<file path="src/design/lsms_pkg.sv">
// ----------------------------------------------------------------------------
// lsms_pkg: shared types for the lifo stack with min search
// Request codes, cell control group and the compare token that travels
// down the row of cells.
// ----------------------------------------------------------------------------
package lsms_pkg;

  // request codes carried in s_tuser
  typedef enum logic [2:0] {
    MODE_PUSH    = 3'd0,
    MODE_POP     = 3'd1,
    MODE_PEEK    = 3'd2,
    MODE_MIN     = 3'd3,
    MODE_SEARCH  = 3'd4,
    MODE_REVERSE = 3'd5,
    MODE_CLEAR   = 3'd6
  } mode_t;

  // controller states
  typedef enum logic [2:0] {
    ST_IDLE,
    ST_WALK,
    ST_REV,
    ST_COMMIT,
    ST_DONE
  } state_t;

  // word returned on a refused push or on a pop, peek or min of an empty stack
  localparam logic [31:0] ERR_WORD = 32'hFFFF_FFFF;

  // control broadcast to every cell
  typedef struct packed {
    logic shift_down;  // push: each entry moves one place away from the top
    logic shift_up;    // pop: each entry moves towards the top
    logic rev_step;    // reverse step: top entry enters the auxiliary row, each entry moves towards the top
    logic rev_commit;  // reverse: auxiliary row replaces the entries
  } cell_ctl_t;

  // running minimum and search hit handed from cell to cell
  typedef struct packed {
    logic               any;
    logic signed [31:0] min;
    logic               found;
  } tok_t;

endpackage

</file>
<file path="src/design/lsms_cell.sv">
// ----------------------------------------------------------------------------
// lsms_cell: one place of the stack
// Holds one entry and one auxiliary word, shifts with its neighbours and
// folds its entry into the compare token on its way down the row.
// ----------------------------------------------------------------------------
module lsms_cell
  import lsms_pkg::*;
(
  input  logic               clk,
  input  cell_ctl_t          ctl,
  input  logic               held,
  input  logic signed [31:0] target,
  input  logic signed [31:0] up_entry,
  input  logic signed [31:0] down_entry,
  input  logic signed [31:0] up_aux,
  input  tok_t               tok_in,
  output logic signed [31:0] entry,
  output logic signed [31:0] aux,
  output tok_t               tok_out
);

  tok_t tok_next;

  // entry shifting and reverse commit
  always_ff @(posedge clk) begin
    if (ctl.shift_down) begin
      entry <= up_entry;
    end else if (ctl.shift_up || ctl.rev_step) begin
      entry <= down_entry;
    end else if (ctl.rev_commit) begin
      entry <= aux;
    end
  end

  // auxiliary row fills from the top during a reverse
  always_ff @(posedge clk) begin
    if (ctl.rev_step) begin
      aux <= up_aux;
    end
  end

  // fold this entry into the token when it is held
  always_comb begin
    tok_next = tok_in;
    if (held) begin
      if (!tok_in.any || (entry < tok_in.min)) begin
        tok_next.min = entry;
      end
      tok_next.any   = 1'b1;
      tok_next.found = tok_in.found | (entry == target);
    end
  end

  always_ff @(posedge clk) begin
    tok_out <= tok_next;
  end

endmodule

</file>
<file path="src/design/lifo_stack_with_min_search.sv">
// ----------------------------------------------------------------------------
// lifo_stack_with_min_search: bounded lifo of signed words with min search
// Row of DEPTH cells, top in cell 0, with a small controller in front.
// ----------------------------------------------------------------------------
// One transaction at a time. Push, pop, peek, clear, the unused code, refused
// requests, requests on an empty stack and reverse of a single entry go from
// acceptance straight to the done state. Minimum and search on a non-empty
// stack walk first: a compare token moves down the row of cells one cell per
// cycle. Reverse of two or more entries steps first: the entries leave the
// top one per cycle into an auxiliary row, which is then copied back in the
// commit state. A new request is taken as soon as the previous one has
// produced its result, even while that result still waits in the output
// register.
// s_tuser carries the request code, s_tdata the operand; results report the
// data word, found, error, empty flag and the fill masked to 5 bits.
module lifo_stack_with_min_search
  import lsms_pkg::*;
#(
  parameter int DEPTH = 16
) (
  input  logic        clk,
  input  logic        rst,
  input  logic        s_tvalid,
  output logic        s_tready,
  input  logic [31:0] s_tdata,   // operand[31:0]
  input  logic [2:0]  s_tuser,   // mode[2:0]
  output logic        m_tvalid,
  input  logic        m_tready,
  output logic [39:0] m_tdata    // data[31:0], found[32], error[33],
                                 // is_empty[34], fill[39:35]
);

  localparam int CW = $clog2(DEPTH + 1);

  state_t             state, state_next;
  logic [CW-1:0]      count;
  logic [CW-1:0]      step;
  mode_t              op;
  logic signed [31:0] target;
  logic signed [31:0] res_data;
  logic               res_found;
  logic               res_error;
  logic signed [31:0] res_data_next;
  logic               res_found_next;
  logic               res_error_next;
  logic               accept;
  logic               full;
  logic               empty;
  logic               out_free;
  mode_t              mode_in;
  cell_ctl_t          ctl;

  logic signed [31:0] entry [DEPTH];
  logic signed [31:0] aux   [DEPTH];
  tok_t               tok   [DEPTH];
  logic [DEPTH-1:0]   held;

  assign mode_in  = mode_t'(s_tuser);
  assign accept   = s_tvalid && s_tready;
  assign full     = (count == CW'(DEPTH));
  assign empty    = (count == '0);
  assign out_free = !m_tvalid || m_tready;

  // next state
  always_comb begin
    state_next = state;
    unique case (state)
      ST_IDLE: begin
        if (accept) begin
          case (mode_in)
            MODE_MIN, MODE_SEARCH: state_next = empty ? ST_DONE : ST_WALK;
            MODE_REVERSE: state_next = (count > CW'(1)) ? ST_REV : ST_DONE;
            default: state_next = ST_DONE;
          endcase
        end
      end
      ST_WALK: begin
        if (step == CW'(DEPTH)) state_next = ST_DONE;
      end
      ST_REV: begin
        if (step == count - CW'(1)) state_next = ST_COMMIT;
      end
      ST_COMMIT: state_next = ST_DONE;
      ST_DONE: begin
        if (out_free) state_next = ST_IDLE;
      end
      default: state_next = ST_IDLE;
    endcase
  end

  // controller outputs
  always_comb begin
    ctl      = '0;
    s_tready = (state == ST_IDLE);
    unique case (state)
      ST_IDLE: begin
        if (accept && (mode_in == MODE_PUSH) && !full) ctl.shift_down = 1'b1;
        if (accept && (mode_in == MODE_POP) && !empty) ctl.shift_up = 1'b1;
      end
      ST_REV:    ctl.rev_step   = 1'b1;
      ST_COMMIT: ctl.rev_commit = 1'b1;
      default: ;
    endcase
  end

  always_ff @(posedge clk) begin
    if (rst) begin
      state <= ST_IDLE;
    end else begin
      state <= state_next;
    end
  end

  // fill count
  always_ff @(posedge clk) begin
    if (rst) begin
      count <= '0;
    end else if (accept) begin
      case (mode_in)
        MODE_PUSH:  if (!full) count <= count + CW'(1);
        MODE_POP:   if (!empty) count <= count - CW'(1);
        MODE_CLEAR: count <= '0;
        default: ;
      endcase
    end
  end

  // walk and reverse step counter
  always_ff @(posedge clk) begin
    if (rst) begin
      step <= '0;
    end else if (accept) begin
      step <= '0;
    end else if ((state == ST_WALK) || (state == ST_REV)) begin
      step <= step + CW'(1);
    end
  end

  // result word for the request in hand
  always_comb begin
    res_data_next  = res_data;
    res_found_next = res_found;
    res_error_next = res_error;
    if (accept) begin
      res_data_next  = '0;
      res_found_next = 1'b0;
      res_error_next = 1'b0;
      case (mode_in)
        MODE_PUSH: begin
          if (full) begin
            res_data_next  = ERR_WORD;
            res_error_next = 1'b1;
          end
        end
        MODE_POP, MODE_PEEK, MODE_MIN: begin
          if (empty) begin
            res_data_next  = ERR_WORD;
            res_error_next = 1'b1;
          end else if (mode_in != MODE_MIN) begin
            res_data_next = entry[0];
          end
        end
        default: ;
      endcase
    end else if ((state == ST_WALK) && (step == CW'(DEPTH))) begin
      if (op == MODE_MIN) begin
        res_data_next = tok[DEPTH-1].min;
      end else begin
        res_found_next = tok[DEPTH-1].found;
      end
    end
  end

  // request latch and result word
  always_ff @(posedge clk) begin
    if (accept) begin
      op     <= mode_in;
      target <= s_tdata;
    end
    res_data  <= res_data_next;
    res_found <= res_found_next;
    res_error <= res_error_next;
  end

  // output register
  always_ff @(posedge clk) begin
    if (rst) begin
      m_tvalid <= 1'b0;
    end else if ((state == ST_DONE) && out_free) begin
      m_tvalid <= 1'b1;
    end else if (m_tready) begin
      m_tvalid <= 1'b0;
    end
  end

  always_ff @(posedge clk) begin
    if ((state == ST_DONE) && out_free) begin
      m_tdata <= {5'(count), empty, res_error, res_found, res_data};
    end
  end

  // row of cells
  for (genvar i = 0; i < DEPTH; i++) begin : g_cell
    logic signed [31:0] up_entry;
    logic signed [31:0] down_entry;
    logic signed [31:0] up_aux;
    tok_t               tok_in;

    assign held[i] = (count > CW'(i));

    if (i == 0) begin : g_top
      assign up_entry = s_tdata;
      assign up_aux   = entry[0];
      assign tok_in   = '0;
    end else begin : g_mid
      assign up_entry = entry[i-1];
      assign up_aux   = aux[i-1];
      assign tok_in   = tok[i-1];
    end

    if (i == DEPTH - 1) begin : g_bottom
      assign down_entry = entry[i];
    end else begin : g_inner
      assign down_entry = entry[i+1];
    end

    lsms_cell u_cell (
      .clk        (clk),
      .ctl        (ctl),
      .held       (held[i]),
      .target     (target),
      .up_entry   (up_entry),
      .down_entry (down_entry),
      .up_aux     (up_aux),
      .tok_in     (tok_in),
      .entry      (entry[i]),
      .aux        (aux[i]),
      .tok_out    (tok[i])
    );
  end

endmodule

</file>
<file path="config.mk">
export PLATFORM = sky130hd
export DESIGN_NAME = lifo_stack_with_min_search
export DESIGN_NICKNAME = d
export VERILOG_FILES = /design/src/design/lsms_pkg.sv /design/src/design/lsms_cell.sv /design/src/design/lifo_stack_with_min_search.sv
export SDC_FILE = /design/constraint.sdc
export NUM_CORES = 2
export LEC_CHECK = 0
export ABC_AREA = 1
export BUFFER_PORTS_ARGS = -buffer_cell sky130_fd_sc_hd__buf_4
export CORE_MARGIN = 2
export CORE_UTILIZATION = 25
export DETAILED_ROUTE_END_ITERATION = 16
export PLACE_DENSITY = 0.44
export RECOVER_POWER = 100
export SETUP_SLACK_MARGIN = 0.05
export SYNTH_ARGS = -nofsm -noshare
export SYNTH_HDL_FRONTEND = slang
export SYNTH_SLANG_ARGS = --single-unit
</file>
<file path="constraint.sdc">
create_clock -name clk -period 43.6 [get_ports clk]
set_input_delay 8.72 -clock clk [delete_from_list [all_inputs] [get_ports clk]]
set_output_delay 8.72 -clock clk [all_outputs]
set_load 0.005 [all_outputs]
</file>
[Word-level counts from Yosys, hierarchy flattened]
Index checks and enable logic that the tools add are counted.
Storage, ports and cells
  bits in registers: 1690
  memories: 0
  ROM bits: 0
  RAM bits: 0
  output and inout bits: 42
  latch bits: 0
  bits of input ports: 39
  word-level logic and storage cells: 344
Operators by class
  div/mod/pow operators: 0
  mux-type cells: 107
  $mul: 0
  $add $sub $neg: 3
  magnitude comparators: 31
  bitwise logic cells: 16
  reduce and logical (&&, ||, !) cells: 60
  shift operators: 0
  equality and inequality tests: 38
Operators with widths (count)
  $mux W32: 69
  $eq A32 B32 Y1: 16
  $mux W33: 15
  $lt A32 B32 Y1: 15
  $pmux W32 S2: 1
  $gt A5 B4 Y1 const B: 8
  $mux W34: 1
  $gt A5 B3 Y1 const B: 4
  $logic_not A1 Y1: 18
  $logic_or A1 B1 Y1: 18
  $mux W3: 6
  $eq A3 B2 Y1 const B: 5
  $or A1 B1 Y1: 15
  $pmux W3 S5: 1
  $pmux W5 S3: 1
  $eq A3 B3 Y1 const B: 4
  $ne A2 B2 Y1 const B: 6
  $add A5 B1 Y5 const B: 2
  $eq A5 B5 Y1 const B: 2
  $gt A5 B1 Y1 const B: 2
  $gt A5 B2 Y1 const B: 2
  $mux W5: 2
  $mux W1: 8
  $reduce_and A4 Y1: 2
  17 further kinds: 32

[Longest topological paths before layout]
  depth in word-level cells: 9
  mapped depth: 18
  mapped depth without buffers: 17

[Hierarchy]
Synthesis repeated with hierarchy kept, for this count alone.
Unflattened totals
  cell total of the unflattened synthesis: 9428
  area, all modules: 88536.2 um^2
By module, submodules not included
  lsms_cell at g_cell[0].u_cell ...: area each 5188.7 um^2, times used 11, cells an instance 552, seq. area each 2602.5 um^2
  lsms_cell at g_cell[5].u_cell ...: area each 5227.5 um^2, times used 5, cells an instance 568, seq. area each 2602.5 um^2
  lifo_stack_with_min_search: area each 5322.6 um^2, times used 1, cells an instance 516, seq. area each 3543.4 um^2

[Worst setup path before layout]
OpenSTA, ideal clock, no wires.
  kind: register to register
  from: register state[1]
  to: register state[2]
  slack: 17493 ps
  library setup time: 148 ps
  buffers on the path: 0
  data arrival time: 25959 ps
  required time: 43452 ps
  clock period less this slack: 26107 ps
  stages on the path, launching flop included: 6
  cells stage by stage: dfxtp_1 -> nand2_1 -> nor2_1 -> o21ai_0 -> nand4_1 -> a21oi_1
Between the ends
  word-level cells in the longest chain between the ends: 4
  elaborated cells on any way between the ends: 12
  classes of those cells: 8 x eq/ne; 1 x mux; 3 x reduce/logical
Ends and longest elaborated chain
  start, declared: line lifo_stack_with_min_search.sv:35  | state_t state, state_next;
  start signal, assigned: line lifo_stack_with_min_search.sv:110  | state <= state_next;
  $logic_not A3 Y1: line lifo_stack_with_min_search.sv:67, lifo_stack_with_min_search.sv:94
  $logic_and A1 B1 Y1: line lifo_stack_with_min_search.sv:59  | assign accept = s_tvalid && s_tready;
  $ne A2 B1 Y1 (no source line)
  $reduce_and A4 Y1 (no source line)
Parallel ways exist; a longest one is shown, timed or not.
A chain may end at the register's enable or synchronous reset.

[Final worst setup path]
  from: input port s_tvalid
  to: register g_cell[13].u_cell.entry[29], data pin
Between the ends
  word-level cells in the longest chain between the ends: 8
  elaborated cells on any way between the ends: 11
  classes of those cells: 5 x mux; 6 x reduce/logical
Ends and longest elaborated chain
  start, declared: line lifo_stack_with_min_search.sv:23  | input logic s_tvalid,
  $logic_and A1 B1 Y1 (*): line lifo_stack_with_min_search.sv:59
  net accept: line lifo_stack_with_min_search.sv:46  | logic accept;
  $logic_and A1 B1 Y1 (2 in a row): line lifo_stack_with_min_search.sv:98  | if (accept && (mode_in == MODE_POP) && !empty) ctl.shift_up = 1'b1;
  $mux W1: line lifo_stack_with_min_search.sv:98
  $mux W2 (*): line lifo_stack_with_min_search.sv:95  | unique case (state)
  $logic_or A1 B1 Y1: line lsms_cell.sv:28  | end else if (ctl.shift_up || ctl.rev_step) begin
  $mux W32: line lsms_cell.sv:28
  $mux W32 (*): line lsms_cell.sv:26  | if (ctl.shift_down) begin
  end signal, assigned: line lsms_cell.sv:27  | entry <= up_entry;
  end signal, assigned: line lsms_cell.sv:29  | entry <= down_entry;
  end signal, assigned: line lsms_cell.sv:31  | entry <= aux;
  end, declared: line lsms_cell.sv:17  | output logic signed [31:0] entry,
Mark *: on every way through the listed nets, which the timed path passes. The rest lies on a longest branch.

==> impl_metrics.csv <==
group,metric,value,unit
clocking,clk_path_buf_depth,4,
routing,drc_errors,0,
sta,grt_setup_unrepaired,"false",
min_path,hold_path.class,"flop to flop",
synth,ys_warn_count,0,
setup_path,endpoint_kind,"flop",
place,port_buffers,80,
status,violations,"capacitance limit, slew limit",
global_routing,grt_pass1_wl,495,mm
setup_path,critPathMaxFanout,117,
sta,slew_viol_final,2464,
clocking,clk_pin_slew_worst_paths,0.06,ns
clocking,post_cts_buffers,0,
synth,synth_seq_area_share,54.3,%
floorplan,num_rows,211,
setup_path,reg2reg_from,"state[0]",
floorplan,die-area,337000,sq um
setup_path,crit_arrival,27.35,ns
setup_path,reg2regPathDepth,13,
layout,finalNetCount,9421,
layout,area_delta_synth_final,13.3,%
clocking,cts_tree,"yes",
synth,syn_inst,8973,
clocking,cts_hold_buf,0,
min_path,min_to,"m_tdata[3]",
status,status,"complete, but fails checks",
layout,drive_gt1_share,5.58,%
setup_path,crit_path_start_kind,"primary input",
global_routing,grt_max_degree,196,
layout,layout_common_cells,"nand2_1, edfxtp_1, nand3_1",
routing,wirelength,352,mm
sta,tightest_slew,8.59,ns
sta,finalClockSkew,0.0622,ns
power_and_ir_drop,powerDensity,61.6,nW/um^2
layout,final_common_cell,"nand2_1",
synth,syn_avg_cell_area,9.27,sq um
power_and_ir_drop,power_leakage,37.6,nW
routing,wl_per_cell,26.2,microns
floorplan,core_area,331000,sq um
sta,period_minus_slack,26.87,ns
layout,fillers,34851,
clocking,clock_latency,0.88,ns
sta,fin_crit_sh,61.6,%
sta,tns,0,ns
setup_path,r2r_end,"g_cell[13].u_cell.entry[29]",
clocking,clock-root-buffer,"clkbuf_16",
routing,via_count,67537,
routing,vias_per_cell,5.03,
clocking,cts_sinks,1690,
sta,relSlewSlack,-473,%
routing,ant_nets,0,
min_path,hold_path.startpoint,"res_data[3]",
routing,drt-pass1-iter-count,6,
synth,synthFlopType,"edfxtp_1",
synth,synth_cell_types,53,
clocking,ctsResizeCount,0,
floorplan,die_y,581,microns
global_routing,grtUsageTotal,20.2,%
synth,synth_edf_count,1132,
global_routing,overflow,0,
power_and_ir_drop,ir_worst_vdd,33.9,uV
synth,ys_ff_latch,1690,
clocking,numCtsBuffers,196,
floorplan,fp.dieW,581,microns
routing,dr.first_iter.drc_count,8064,
flow_run,maxCapViolations,52,
global_routing,grt_pass1_vias,65263,
floorplan,initial_core_util,25.1,%
sta,hold_viol,0,
setup_path,critPathKind,"primary input to flop",
clocking,htreeDepth,4,
global_routing,antenna_found_initial,21,
min_path,hold_depth,0,
place,finalWeightedCongestion,0.879,
setup_path,reg2reg_slack,23.66,ns
layout,stdcell_area,94300,sq um
floorplan,io_pins,81,
synth,syn_nets,9484,
setup_path,worst-endpoint-required,44.08,ns
sta,fmax,0.0372,GHz
place,dp_hpwl,250,mm
synth,ys_async_sr_fraction,0,%
sta,setup_violations,0,
place,dpl-instance-area,88400,sq um
synth,syn_area,83200,sq um
==> layout make-up <==
| type | count | area, sq um | area share [%] |
|---|---|---|---|
| clock buffers | 278 | 5550 | 5.89 |
| diodes | 2 | 5.00 | 0.00531 |
| inverters | 789 | 2970 | 3.15 |
| multi-input cells | 6007 | 32900 | 34.9 |
| well taps | 4366 | 5460 | 5.80 |
| repair buffers | 226 | 1380 | 1.46 |
| flip-flops and latches | 1690 | 45200 | 47.9 |
| clock inverters | 79 | 791 | 0.839 |
==> worst max-delay path, cell delays in order <==
cell        delay [ns]
clkbuf_1          0.10
nand2_1           0.07
clkbuf_1          1.02
clkinvlp_2        0.55
clkbuf_1          2.21
nand3_1           2.48
nand2_1           4.17
clkbuf_1          2.80
clkbuf_1          2.36
clkbuf_1          2.05
nand2_1           0.14
o211ai_1          0.21
o21ai_0           0.14
==> state kept, by name, summed over array words and instances (netlist names), 5 cells and up <==
| signal | cells |
|---|---|
| count | 5 |
| res_data | 32 |
| step | 5 |
| g_cell.u_cell.aux | 512 |
| g_cell.u_cell.entry | 512 |
| g_cell.u_cell.tok_out | 543 |
| m_tdata | 40 |
| target | 32 |
==> stage by stage <==
stage               instances  setup WS [ns]  hold slack (ns)  utilization (%)  power [mW]
floorplan                8973          17.49            0.382                -        3.46
global placement        13078          28.89            0.397             26.7        4.09
detailed placement      13078          28.83            0.406             26.7        4.14
CTS                     13435          29.73            0.421             28.6        5.81
global route            13435          15.79            0.428             28.5        6.11
finish                  13437          16.73            0.420             28.5        5.81
==> report_power, final <==
| part | internal, mW | switching (mW) |
|---|---|---|
| Clock | 0.969 | 0.705 |
| Combinational | 0.526 | 1.13 |
| Sequential | 2.12 | 0.361 |
==> cells by family after synthesis <==
kind of cell / Yosys count / synth area share, %
xor gates and xnor gates: 391 / 4.12
muxes: 15 / 0.203
AOI/OAI and AO/OA: 948 / 6.78
DFF: 1690 / 54.3
buffers and inverters: 1276 / 6.17
adders and majority gates: 472 / 7.10
and+or+nand+nor: 4181 / 21.3
==> worst max path at each step <==
stage,startpoint,to,slack [ns],depth (start not counted)
2_1_floorplan,state[1],state[2],17.49,5
3_3_place_gp,s_tvalid,g_cell[12].u_cell.entry[18],28.89,10
3_5_place_dp,s_tvalid,g_cell[12].u_cell.entry[19],28.83,10
4_1_cts,s_tvalid,g_cell[8].u_cell.entry[22],29.73,10
5_1_grt,s_tvalid,g_cell[13].u_cell.entry[25],15.79,13
6_report,s_tvalid,g_cell[13].u_cell.entry[29],16.73,13
==> layer usage <==
layer | global-route usage (%) | up-vias | wire length [microns]
met3 | 3.54 | 619 | 28400
met2 | 32.3 | 2918 | 160000
met5 | 0 | - | 61
li1 | - | 30450 | -
met1 | 27.3 | 33542 | 150000
met4 | 7.41 | 8 | 14500
==> Yosys cell counts (all sizes together) (105+ instances only) <==
cell type | n | area share (%)
edfxtp | 1132 | 41
clkbuf | 221 | 1.0
nand2 | 2170 | 9.8
ha | 472 | 7.1
xor2 | 159 | 1.7
inv | 777 | 3.5
nand4 | 105 | 0.80
a31oi | 489 | 3.7
nor2 | 651 | 3.0
a21oi | 205 | 1.2
o21ai | 157 | 0.94
xnor2 | 232 | 2.4
nand3 | 1060 | 6.4
dfxtp | 558 | 13
buf | 266 | 1.6
Note: power is estimated with default switching activity, not from simulation.
